### src/rtl/dwnp_pkg.sv
// Shared types, codes and helpers of the depth window nearest pick block.
// Depends on nothing; the interfaces and the top level use it.
`default_nettype none

package dwnp_pkg;

  localparam int unsigned WINDOW_DEF = 15;
  localparam int unsigned COORD_W    = 13;
  localparam int unsigned DEPTH_W    = 24;
  localparam int unsigned CFG_DATA_W = 32;
  localparam int unsigned CFG_ADDR_W = 3;

  localparam logic [DEPTH_W-1:0] DEPTH_EMPTY = '1;

  localparam logic [COORD_W-1:0] VP_WIDTH_RST  = COORD_W'(400);
  localparam logic [COORD_W-1:0] VP_HEIGHT_RST = COORD_W'(400);

  typedef enum logic {
    MODE_START  = 1'b0,
    MODE_SAMPLE = 1'b1
  } mode_t;

  typedef enum logic {
    KIND_ORIGIN = 1'b0,
    KIND_PICK   = 1'b1
  } kind_t;

  typedef enum logic {
    REG_VIEWPORT_WIDTH  = 1'b0,
    REG_VIEWPORT_HEIGHT = 1'b1
  } reg_idx_t;

  typedef struct packed {
    mode_t              mode;
    logic [COORD_W-1:0] point_x;
    logic [COORD_W-1:0] point_y;
    logic [DEPTH_W-1:0] depth_sample;
  } in_item_t;

  typedef struct packed {
    kind_t              result_kind;
    logic [COORD_W-1:0] window_x;
    logic [COORD_W-1:0] window_y;
    logic               found;
    logic [COORD_W-1:0] hit_x;
    logic [COORD_W-1:0] hit_y;
    logic [DEPTH_W-1:0] hit_depth;
  } out_item_t;

  // Window corner for a centre, clamped into [0, size-window], saturating at 0.
  function automatic logic [COORD_W-1:0] place_corner(
    input logic signed [14:0]  centre,
    input logic [COORD_W-1:0]  size,
    input logic [5:0]          half,
    input logic [6:0]          window
  );
    logic signed [14:0] c;
    logic signed [14:0] hi;
    c  = centre - $signed({9'b0, half});
    hi = $signed({2'b0, size}) - $signed({8'b0, window});
    if (c < 15'sd0) c = 15'sd0;
    if (c > hi) c = hi;
    if (c < 15'sd0) c = 15'sd0;
    return c[COORD_W-1:0];
  endfunction

endpackage

`default_nettype wire

### src/rtl/dwnp_ifs.sv
// Valid/ready channel interfaces for request and result items.
// Depends on dwnp_pkg for the payload types.
`default_nettype none

interface dwnp_in_if;
  logic               valid;
  logic               ready;
  dwnp_pkg::in_item_t data;

  modport source (output valid, output data, input ready);
  modport sink   (input valid, input data, output ready);
endinterface

interface dwnp_out_if;
  logic                valid;
  logic                ready;
  dwnp_pkg::out_item_t data;

  modport source (output valid, output data, input ready);
  modport sink   (input valid, input data, output ready);
endinterface

`default_nettype wire

### src/rtl/depth_window_nearest_pick.sv
// Depth window nearest pick: top level with APB configuration registers.
// Depends on dwnp_pkg and the channel interfaces in dwnp_ifs.
//
// Usage: send a start request (mode 0) with a pick point in top-left origin
// coordinates; the block answers with the clamped window origin (bottom-left
// origin). Then stream the WINDOW*WINDOW depth samples (mode 1) in raster
// order, columns first, rows from the bottom. After the last sample the block
// answers with found, the absolute hit coordinates and the hit depth.
// Channels: in_ch takes requests, out_ch gives results, both valid/ready.
// A request is held in the input register and its result then in the result
// register; a stalled out_ch can keep a request waiting in the input register.
// Throughput: one request per cycle unless a result-giving request waits for the
// result register; each sample's distance add and compare are combinational.
// Sample requests that give no result keep flowing while out_ch is stalled;
// a request that gives a result waits in the input register until the
// result register is free, and in_ch.ready drops only then.
// Reset (rst_n low, synchronous) empties both registers, sets the viewport
// to 400 x 400 and clears the window origin and the search state.
// Viewport registers: width at byte address 0, height at 4; write only idle.
`default_nettype none

module depth_window_nearest_pick #(
  parameter int unsigned WINDOW = dwnp_pkg::WINDOW_DEF
) (
  input  wire logic                                clk,
  input  wire logic                                rst_n,
  dwnp_in_if.sink                                  in_ch,
  dwnp_out_if.source                               out_ch,
  input  wire logic                                psel,
  input  wire logic                                penable,
  input  wire logic                                pwrite,
  input  wire logic [dwnp_pkg::CFG_ADDR_W-1:0]     paddr,
  input  wire logic [dwnp_pkg::CFG_DATA_W-1:0]     pwdata,
  output logic      [dwnp_pkg::CFG_DATA_W-1:0]     prdata,
  output logic                                     pready
);

  localparam int unsigned CW   = $clog2(WINDOW);
  localparam int unsigned DW   = CW + 1;
  localparam int unsigned HALF = WINDOW / 2;
  localparam int unsigned CRW  = dwnp_pkg::COORD_W;

  localparam logic [CW-1:0] LAST_IDX = CW'(WINDOW - 1);
  localparam logic [CW-1:0] MID      = CW'(HALF);

  // configuration
  logic [CRW-1:0] vp_w_r, vp_w_nxt;
  logic [CRW-1:0] vp_h_r, vp_h_nxt;
  logic           cfg_wr;
  dwnp_pkg::reg_idx_t cfg_idx;

  // input register
  dwnp_pkg::in_item_t s1_r;
  logic               s1_valid_r, s1_valid_nxt;

  // search state
  logic [CRW-1:0] org_x_r, org_x_nxt;
  logic [CRW-1:0] org_y_r, org_y_nxt;
  logic [CW-1:0]  col_r, col_nxt;
  logic [CW-1:0]  row_r, row_nxt;
  logic [CW-1:0]  best_col_r, best_col_nxt;
  logic [CW-1:0]  best_row_r, best_row_nxt;
  logic [DW-1:0]  best_dist_r, best_dist_nxt;
  logic [dwnp_pkg::DEPTH_W-1:0] best_depth_r, best_depth_nxt;
  logic           hit_seen_r, hit_seen_nxt;

  // result register
  dwnp_pkg::out_item_t out_r, out_nxt;
  logic                out_valid_r, out_valid_nxt;

  // datapath
  logic                 is_start;
  logic                 is_last;
  logic                 has_res;
  logic                 s1_fire;
  logic signed [14:0]   flip_y;
  logic [CRW-1:0]       corner_x;
  logic [CRW-1:0]       corner_y;
  logic [CW-1:0]        off_c;
  logic [CW-1:0]        off_r;
  logic [DW-1:0]        span;
  logic                 take;
  logic [CW-1:0]        pick_col;
  logic [CW-1:0]        pick_row;
  logic [dwnp_pkg::DEPTH_W-1:0] pick_depth;
  logic                 pick_seen;

  // ---------------- APB ----------------
  assign pready  = 1'b1;
  assign cfg_wr  = psel && penable && pwrite;
  assign cfg_idx = dwnp_pkg::reg_idx_t'(paddr[2]);

  always_comb begin
    unique case (cfg_idx)
      dwnp_pkg::REG_VIEWPORT_WIDTH:  prdata = {{(dwnp_pkg::CFG_DATA_W-CRW){1'b0}}, vp_w_r};
      dwnp_pkg::REG_VIEWPORT_HEIGHT: prdata = {{(dwnp_pkg::CFG_DATA_W-CRW){1'b0}}, vp_h_r};
      default:                       prdata = '0;
    endcase
  end

  always_comb begin
    vp_w_nxt = vp_w_r;
    vp_h_nxt = vp_h_r;
    if (cfg_wr) begin
      unique case (cfg_idx)
        dwnp_pkg::REG_VIEWPORT_WIDTH:  vp_w_nxt = pwdata[CRW-1:0];
        dwnp_pkg::REG_VIEWPORT_HEIGHT: vp_h_nxt = pwdata[CRW-1:0];
        default: begin
          vp_w_nxt = vp_w_r;
          vp_h_nxt = vp_h_r;
        end
      endcase
    end
  end

  // ---------------- handshake ----------------
  assign is_start = (s1_r.mode == dwnp_pkg::MODE_START);
  assign is_last  = !is_start && (col_r == LAST_IDX) && (row_r == LAST_IDX);
  assign has_res  = is_start || is_last;
  assign s1_fire  = s1_valid_r && (!has_res || !out_valid_r || out_ch.ready);

  assign in_ch.ready  = !s1_valid_r || s1_fire;
  assign out_ch.valid = out_valid_r;
  assign out_ch.data  = out_r;

  // ---------------- start: flip and clamp ----------------
  assign flip_y   = $signed({2'b0, vp_h_r}) - 15'sd1 - $signed({2'b0, s1_r.point_y});
  assign corner_x = dwnp_pkg::place_corner($signed({2'b0, s1_r.point_x}), vp_w_r,
                                           6'(HALF), 7'(WINDOW));
  assign corner_y = dwnp_pkg::place_corner(flip_y, vp_h_r, 6'(HALF), 7'(WINDOW));

  // ---------------- sample: distance and compare ----------------
  assign off_c = (col_r >= MID) ? (col_r - MID) : (MID - col_r);
  assign off_r = (row_r >= MID) ? (row_r - MID) : (MID - row_r);
  assign span  = DW'(off_c) + DW'(off_r);
  assign take  = (s1_r.depth_sample != dwnp_pkg::DEPTH_EMPTY) && (span < best_dist_r);

  // best after this sample, used for the answer on the last one
  assign pick_col   = take ? col_r : best_col_r;
  assign pick_row   = take ? row_r : best_row_r;
  assign pick_depth = take ? s1_r.depth_sample : best_depth_r;
  assign pick_seen  = take || hit_seen_r;

  always_comb begin
    s1_valid_nxt   = s1_valid_r;
    org_x_nxt      = org_x_r;
    org_y_nxt      = org_y_r;
    col_nxt        = col_r;
    row_nxt        = row_r;
    best_col_nxt   = best_col_r;
    best_row_nxt   = best_row_r;
    best_dist_nxt  = best_dist_r;
    best_depth_nxt = best_depth_r;
    hit_seen_nxt   = hit_seen_r;
    out_valid_nxt  = out_valid_r;
    out_nxt        = out_r;

    if (in_ch.valid && in_ch.ready) begin
      s1_valid_nxt = 1'b1;
    end else if (s1_fire) begin
      s1_valid_nxt = 1'b0;
    end

    if (out_ch.ready) begin
      out_valid_nxt = 1'b0;
    end

    if (s1_fire) begin
      if (is_start || is_last) begin
        // drop the search; a new window or a new pass begins
        col_nxt        = '0;
        row_nxt        = '0;
        best_col_nxt   = '0;
        best_row_nxt   = '0;
        best_dist_nxt  = '1;
        best_depth_nxt = '0;
        hit_seen_nxt   = 1'b0;
      end else begin
        if (take) begin
          best_col_nxt   = col_r;
          best_row_nxt   = row_r;
          best_dist_nxt  = span;
          best_depth_nxt = s1_r.depth_sample;
          hit_seen_nxt   = 1'b1;
        end
        if (col_r == LAST_IDX) begin
          col_nxt = '0;
          row_nxt = row_r + CW'(1);
        end else begin
          col_nxt = col_r + CW'(1);
        end
      end

      if (is_start) begin
        org_x_nxt     = corner_x;
        org_y_nxt     = corner_y;
        out_valid_nxt = 1'b1;
        out_nxt       = '{result_kind: dwnp_pkg::KIND_ORIGIN, window_x: corner_x,
                          window_y: corner_y, found: 1'b0, hit_x: '0, hit_y: '0,
                          hit_depth: '0};
      end else if (is_last) begin
        out_valid_nxt       = 1'b1;
        out_nxt.result_kind = dwnp_pkg::KIND_PICK;
        out_nxt.window_x    = org_x_r;
        out_nxt.window_y    = org_y_r;
        out_nxt.found       = pick_seen;
        out_nxt.hit_x       = pick_seen ? (org_x_r + CRW'(pick_col)) : '0;
        out_nxt.hit_y       = pick_seen ? (org_y_r + CRW'(pick_row)) : '0;
        out_nxt.hit_depth   = pick_seen ? pick_depth : '0;
      end
    end
  end

  // control state
  always_ff @(posedge clk) begin
    if (!rst_n) begin
      vp_w_r      <= dwnp_pkg::VP_WIDTH_RST;
      vp_h_r      <= dwnp_pkg::VP_HEIGHT_RST;
      s1_valid_r  <= 1'b0;
      out_valid_r <= 1'b0;
      org_x_r     <= '0;
      org_y_r     <= '0;
      col_r       <= '0;
      row_r       <= '0;
      best_col_r  <= '0;
      best_row_r  <= '0;
      best_dist_r <= '1;
      best_depth_r <= '0;
      hit_seen_r  <= 1'b0;
    end else begin
      vp_w_r      <= vp_w_nxt;
      vp_h_r      <= vp_h_nxt;
      s1_valid_r  <= s1_valid_nxt;
      out_valid_r <= out_valid_nxt;
      org_x_r     <= org_x_nxt;
      org_y_r     <= org_y_nxt;
      col_r       <= col_nxt;
      row_r       <= row_nxt;
      best_col_r  <= best_col_nxt;
      best_row_r  <= best_row_nxt;
      best_dist_r <= best_dist_nxt;
      best_depth_r <= best_depth_nxt;
      hit_seen_r  <= hit_seen_nxt;
    end
  end

  // payload registers
  always_ff @(posedge clk) begin
    if (in_ch.valid && in_ch.ready) begin
      s1_r <= in_ch.data;
    end
    out_r <= out_nxt;
  end

  // ---------------- assertions ----------------
  a_start_clears: assert property (@(posedge clk) disable iff (!rst_n)
    (s1_fire && is_start) |=> (col_r == '0 && row_r == '0 && !hit_seen_r))
    else $error("start request did not clear the search");

  a_seen_matches_dist: assert property (@(posedge clk) disable iff (!rst_n)
    hit_seen_r == (best_dist_r != '1))
    else $error("hit flag and best distance disagree");

  a_counters_in_window: assert property (@(posedge clk) disable iff (!rst_n)
    (col_r <= LAST_IDX) && (row_r <= LAST_IDX))
    else $error("window counters out of range");

  a_result_has_source: assert property (@(posedge clk) disable iff (!rst_n)
    $rose(out_valid_r) |-> $past(s1_fire && has_res))
    else $error("result shown without a request that makes one");

endmodule

`default_nettype wire
### src/flat_wrapper.sv
// flat-port wrapper written by rule: the top's interface ports become plain ports
module depth_window_nearest_pick_flat 
#(
  parameter int unsigned WINDOW = dwnp_pkg::WINDOW_DEF
)
  (clk, rst_n, psel, penable, pwrite, paddr, pwdata, prdata, pready, in_ch_valid, in_ch_data, in_ch_ready, out_ch_valid, out_ch_data, out_ch_ready);
  dwnp_in_if in_ch_i ();
  dwnp_out_if out_ch_i ();
  input  wire logic clk;
  input  wire logic rst_n;
  input  wire logic psel;
  input  wire logic penable;
  input  wire logic pwrite;
  input  wire logic [dwnp_pkg::CFG_ADDR_W-1:0] paddr;
  input  wire logic [dwnp_pkg::CFG_DATA_W-1:0] pwdata;
  output logic      [dwnp_pkg::CFG_DATA_W-1:0] prdata;
  output logic pready;
  input wire logic [$bits(in_ch_i.valid)-1:0] in_ch_valid;
  input wire logic [$bits(in_ch_i.data)-1:0] in_ch_data;
  output wire logic [$bits(in_ch_i.ready)-1:0] in_ch_ready;
  output wire logic [$bits(out_ch_i.valid)-1:0] out_ch_valid;
  output wire logic [$bits(out_ch_i.data)-1:0] out_ch_data;
  input wire logic [$bits(out_ch_i.ready)-1:0] out_ch_ready;
  assign in_ch_i.valid = in_ch_valid;
  assign in_ch_i.data = in_ch_data;
  assign in_ch_ready = in_ch_i.ready;
  assign out_ch_valid = out_ch_i.valid;
  assign out_ch_data = out_ch_i.data;
  assign out_ch_i.ready = out_ch_ready;
  depth_window_nearest_pick #(.WINDOW(WINDOW)) u_core (.clk(clk), .rst_n(rst_n), .in_ch(in_ch_i), .out_ch(out_ch_i), .psel(psel), .penable(penable), .pwrite(pwrite), .paddr(paddr), .pwdata(pwdata), .prdata(prdata), .pready(pready));
endmodule
### config.mk
export PLATFORM = sky130hd
export DESIGN_NAME = depth_window_nearest_pick_flat
export DESIGN_NICKNAME = d
export VERILOG_FILES = /design/src/rtl/dwnp_pkg.sv /design/src/rtl/dwnp_ifs.sv /design/src/rtl/depth_window_nearest_pick.sv /design/src/flat_wrapper.sv
export SDC_FILE = /design/constraint.sdc
export NUM_CORES = 1
export LEC_CHECK = 0
export ABC_CLOCK_PERIOD_IN_PS = 8060
export BUFFER_PORTS_ARGS = -buffer_cell sky130_fd_sc_hd__buf_2
export CAP_MARGIN = 10
export CORE_UTILIZATION = 57
export DETAILED_ROUTE_END_ITERATION = 16
export PLACE_DENSITY = 0.86
export SLEW_MARGIN = 20
export SYNTH_ARGS = -nofsm -noshare
export SYNTH_HDL_FRONTEND = slang
export SYNTH_SLANG_ARGS = --single-unit
### constraint.sdc
create_clock -name clk -period 8.06 [get_ports clk]
set_input_delay 1.209 -clock clk [delete_from_list [all_inputs] [get_ports clk]]
set_output_delay 1.209 -clock clk [all_outputs]
set_load 0.02 [all_outputs]
==> impl_metrics.env <==
export IMPL_dp_hpwl_mm=20.1
export IMPL_cp_arrival_ps=7570
export IMPL_nets=1577
export IMPL_num_rows=54
export IMPL_postSynth_asyncResetShare=0
export IMPL_setup_viol=0
export IMPL_start_kind="register"
export IMPL_die_w_um=151
export IMPL_period_share=0.906
export IMPL_relSlewSlack=0.261
export IMPL_crit_chain="or4_4 > or3_1 > nor2_1 > nand2_1 > xor2_1 > ha_1 > inv_1 > ha_1 > a21oi_1 > a21boi_0 > a211oi_1 > a21oi_2 > nor4b_1 > ha_1 > nand2_1 > nor4_1 > nand2_1 > a2111oi_0 > nor4_2 > nand2_2 > a2bb2o_1 > mux2_2"
export IMPL_reg2reg_to="u_core.out_ch.data[55]"
export IMPL_p_int_uw=2170
export IMPL_hold_viol=0
export IMPL_min_to="u_core.best_col_r[3]"
export IMPL_die_area_um2=22800
export IMPL_net_switching_power_uw=749
export IMPL_numCtsBuffers=25
export IMPL_layout_drive_gt1_share=0.193
export IMPL_period_minus_slack_ps=7300
export IMPL_clkTransAtPathRegs_ps=60
export IMPL_grt_pass1_wl_mm=43.8
export IMPL_stdcell_area_um2=14400
export IMPL_post_cts_setup_buffers=0
export IMPL_hold_depth=2
export IMPL_cts_buffer_depth=3
export IMPL_antenna_found_initial=0
export IMPL_power_leakage_uw=0.00577
export IMPL_skew_ps=23.2
export IMPL_cts_root_buf="clkbuf_16"
export IMPL_cts_hold_buffers=0
export IMPL_cp_max_fo=16
export IMPL_routed_wl_mm=27.8
export IMPL_clockPowerShare=0.401
export IMPL_layout_setup_ws_ps=758
export IMPL_worstHoldStart="u_core.best_col_r[3]"
export IMPL_layout_common_cells="buf_2 (164), edfxtp_1 (129), nand2_1 (127)"
export IMPL_cap_violations=0
export IMPL_area_growth_syn_to_layout_pct=14.3
export IMPL_netSwitchingFraction=0.256
export IMPL_crit_family="simple AND/OR/NAND/NOR gates"
export IMPL_ff2ff_path_depth=22
export IMPL_critPathMaxStageDelay_ps=760
export IMPL_vias=9574
export IMPL_power_share_combinational=0.148
export IMPL_hp_class="register to register"
export IMPL_irDropWorstVdd_v=0.000141
export IMPL_portBuffers=164
export IMPL_final_common_cell="buf_2"
export IMPL_drt_initial_drc_count=635
export IMPL_rsz0062_at_grt="false"
export IMPL_dp_slack_ps=858
export IMPL_totalNegativeSetupSlack_ps=0
export IMPL_die_y_um=151
export IMPL_num_antenna_cells=0
export IMPL_worst_r2r_setup_slack_ps=760
export IMPL_ctsResizeCount=0
export IMPL_grt_pass1_vias=9004
export IMPL_avgSynthCellArea_um2=10.0
export IMPL_synthCells=1261
export IMPL_viasPerCell=5.63
export IMPL_synthFlopType="edfxtp_1"
export IMPL_drt_first_pass_iters=5
export IMPL_tightest_slew_ps=1110
export IMPL_wl_per_cell_um=16.3
export IMPL_status="finished, final reports clean"
export IMPL_r2r_start="u_core.vp_h_r[4]"
export IMPL_power_density_nw_per_um2=202
export IMPL_ant_nets=0
export IMPL_drc_errors=0
export IMPL_end_kind="register"
export IMPL_synth_distinct_cells=68
export IMPL_tritoncts="yes"
export IMPL_cp_slowest_cell="nor4b_1"
export IMPL_overflow=0
export IMPL_synth_edff_count=129
export IMPL_finalPower_uw=2920
export IMPL_initial_core_util=0.581
export IMPL_core_area_um2=21800
export IMPL_insertion_delay_ps=530
export IMPL_required_ps=8330
export IMPL_worst_path_buf_inv=1
export IMPL_grt_max_degree=91
export IMPL_critPathKind="register to register"
export IMPL_finalMaxSlewViolations=0
export IMPL_yosysWarnings=0
export IMPL_placed_area_um2=13600
export IMPL_clock_sinks=229
export IMPL_ys_seq_elements=229
export IMPL_yosysSeqAreaShare=0.465
export IMPL_grt_usage=0.240
export IMPL_htreeDepth=1
export IMPL_ios=206
export IMPL_netlist_area_um2=12600
export IMPL_gp_routability_congestion=0.919
export IMPL_p_seq_frac=0.451
export IMPL_max_freq_mhz=137
routing by layer:
layer / wire [um] / share of wire / vias up / track usage
met4: 607 / 0.022 / 0 / 0.0740
li1: - / - / 4706 / -
met1: 11800 / 0.42 / 4537 / 0.306
met5: 0 / 0 / - / 0
met2: 13800 / 0.50 / 286 / 0.423
met3: 1550 / 0.056 / 45 / 0.0310
synthesized netlist by cell type (all sizes together) (22+ instances only):
cell type | instances | share of area
a21boi | 32 | 0.019
a21oi | 30 | 0.012
a22oi | 25 | 0.015
and2 | 22 | 0.011
buf | 28 | 0.016
clkbuf | 49 | 0.015
dfxtp | 100 | 0.16
edfxtp | 129 | 0.31
ha | 77 | 0.076
inv | 70 | 0.021
mux2 | 28 | 0.025
mux2i | 44 | 0.035
nand2 | 129 | 0.039
nand3 | 33 | 0.013
nor2 | 99 | 0.029
nor2b | 44 | 0.022
o21ai | 63 | 0.025
xnor2 | 41 | 0.028
xor2 | 27 | 0.019
cell families after synthesis:
family / count (synthesis) / share of synthesized area
adder cells (fa/ha/maj): 81 / 0.0826
XOR/XNOR: 68 / 0.0471
buffers and inverters: 148 / 0.0519
multiplexers: 72 / 0.0598
AND/OR/NAND/NOR: 423 / 0.163
AO/OA/AOI/OAI: 238 / 0.130
flip-flops: 229 / 0.465
other: 2 / 0.000594
how the worst max path moves through the flow:
stage | start | end | slack, ps | cells past startpoint
final | u_core.vp_h_r[4] | u_core.out_ch.data[55] | 760 | 22
after global routing | u_core.vp_h_r[4] | u_core.out_ch.data[55] | 60 | 22
after CTS | u_core.vp_h_r[4] | u_core.out_ch.data[55] | 810 | 22
after detailed placement | u_core.vp_h_r[4] | u_core.out_ch.data[55] | 860 | 22
after global placement | u_core.vp_h_r[4] | u_core.out_ch.data[55] | 900 | 22
after floorplan | u_core.vp_h_r[4] | u_core.out_ch.data[55] | 1370 | 28
worst register-to-register path, stage by stage, from the launching register on:
cell and delay (ps):
dfxtp_1 420, or4_4 640, or3_1 430, nor2_1 140, nand2_1 80, xor2_1 170, ha_1 290, inv_1 40
ha_1 350, a21oi_1 190, a21boi_0 130, a211oi_1 490, a21oi_2 240, nor4b_1 760, ha_1 270, nand2_1 80
nor4_1 470, nand2_1 140, a2111oi_0 690, nor4_2 180, nand2_2 260, a2bb2o_1 330, mux2_2 270
power groups by stage:
stage                     registers, uW  logic (uW)  clock network (uW)
after global routing               1320         481                1240
after global placement             1340         415                   0
after detailed placement           1340         427                   0
final                              1320         433                1170
after CTS                          1320         430                1190
after floorplan                    1350         308                   0
final cells by class:
type | count | area [um2]
Timing Repair Buffer | 174 | 896
Sequential cell | 229 | 5880
Inverter | 71 | 268
Clock buffer | 33 | 676
Multi-Input combinational cell | 902 | 6200
Fill cell | 1654 | 7320
Tap cell | 280 | 350
Clock inverter | 13 | 179
through the flow:
stage / cells / utilization / hold slack (ps)
after floorplan: 1279 / - / 437
after global placement: 1656 / 0.624 / 447
after detailed placement: 1656 / 0.624 / 455
after CTS: 1702 / 0.664 / 464
after global routing: 1702 / 0.664 / 484
final: 1702 / 0.664 / 466
sequential cells by signal (all words and copies together), names as in the netlist:
register and cells:
u_core.best_dist_r 5, u_core.best_col_r 4, u_core.org_y_r 13, u_core.col_r 4
u_core.best_row_r 4, u_core.vp_w_r 13, u_core.s1_valid_r 1, u_core.vp_h_r 13
u_core.org_x_r 13, u_core.hit_seen_r 1, u_core.best_depth_r 24, u_core.row_r 4
u_core.out_ch.valid 1, u_core.s1_r 51, u_core.out_ch.data 78
Note: power is estimated with default switching activity, not from simulation.
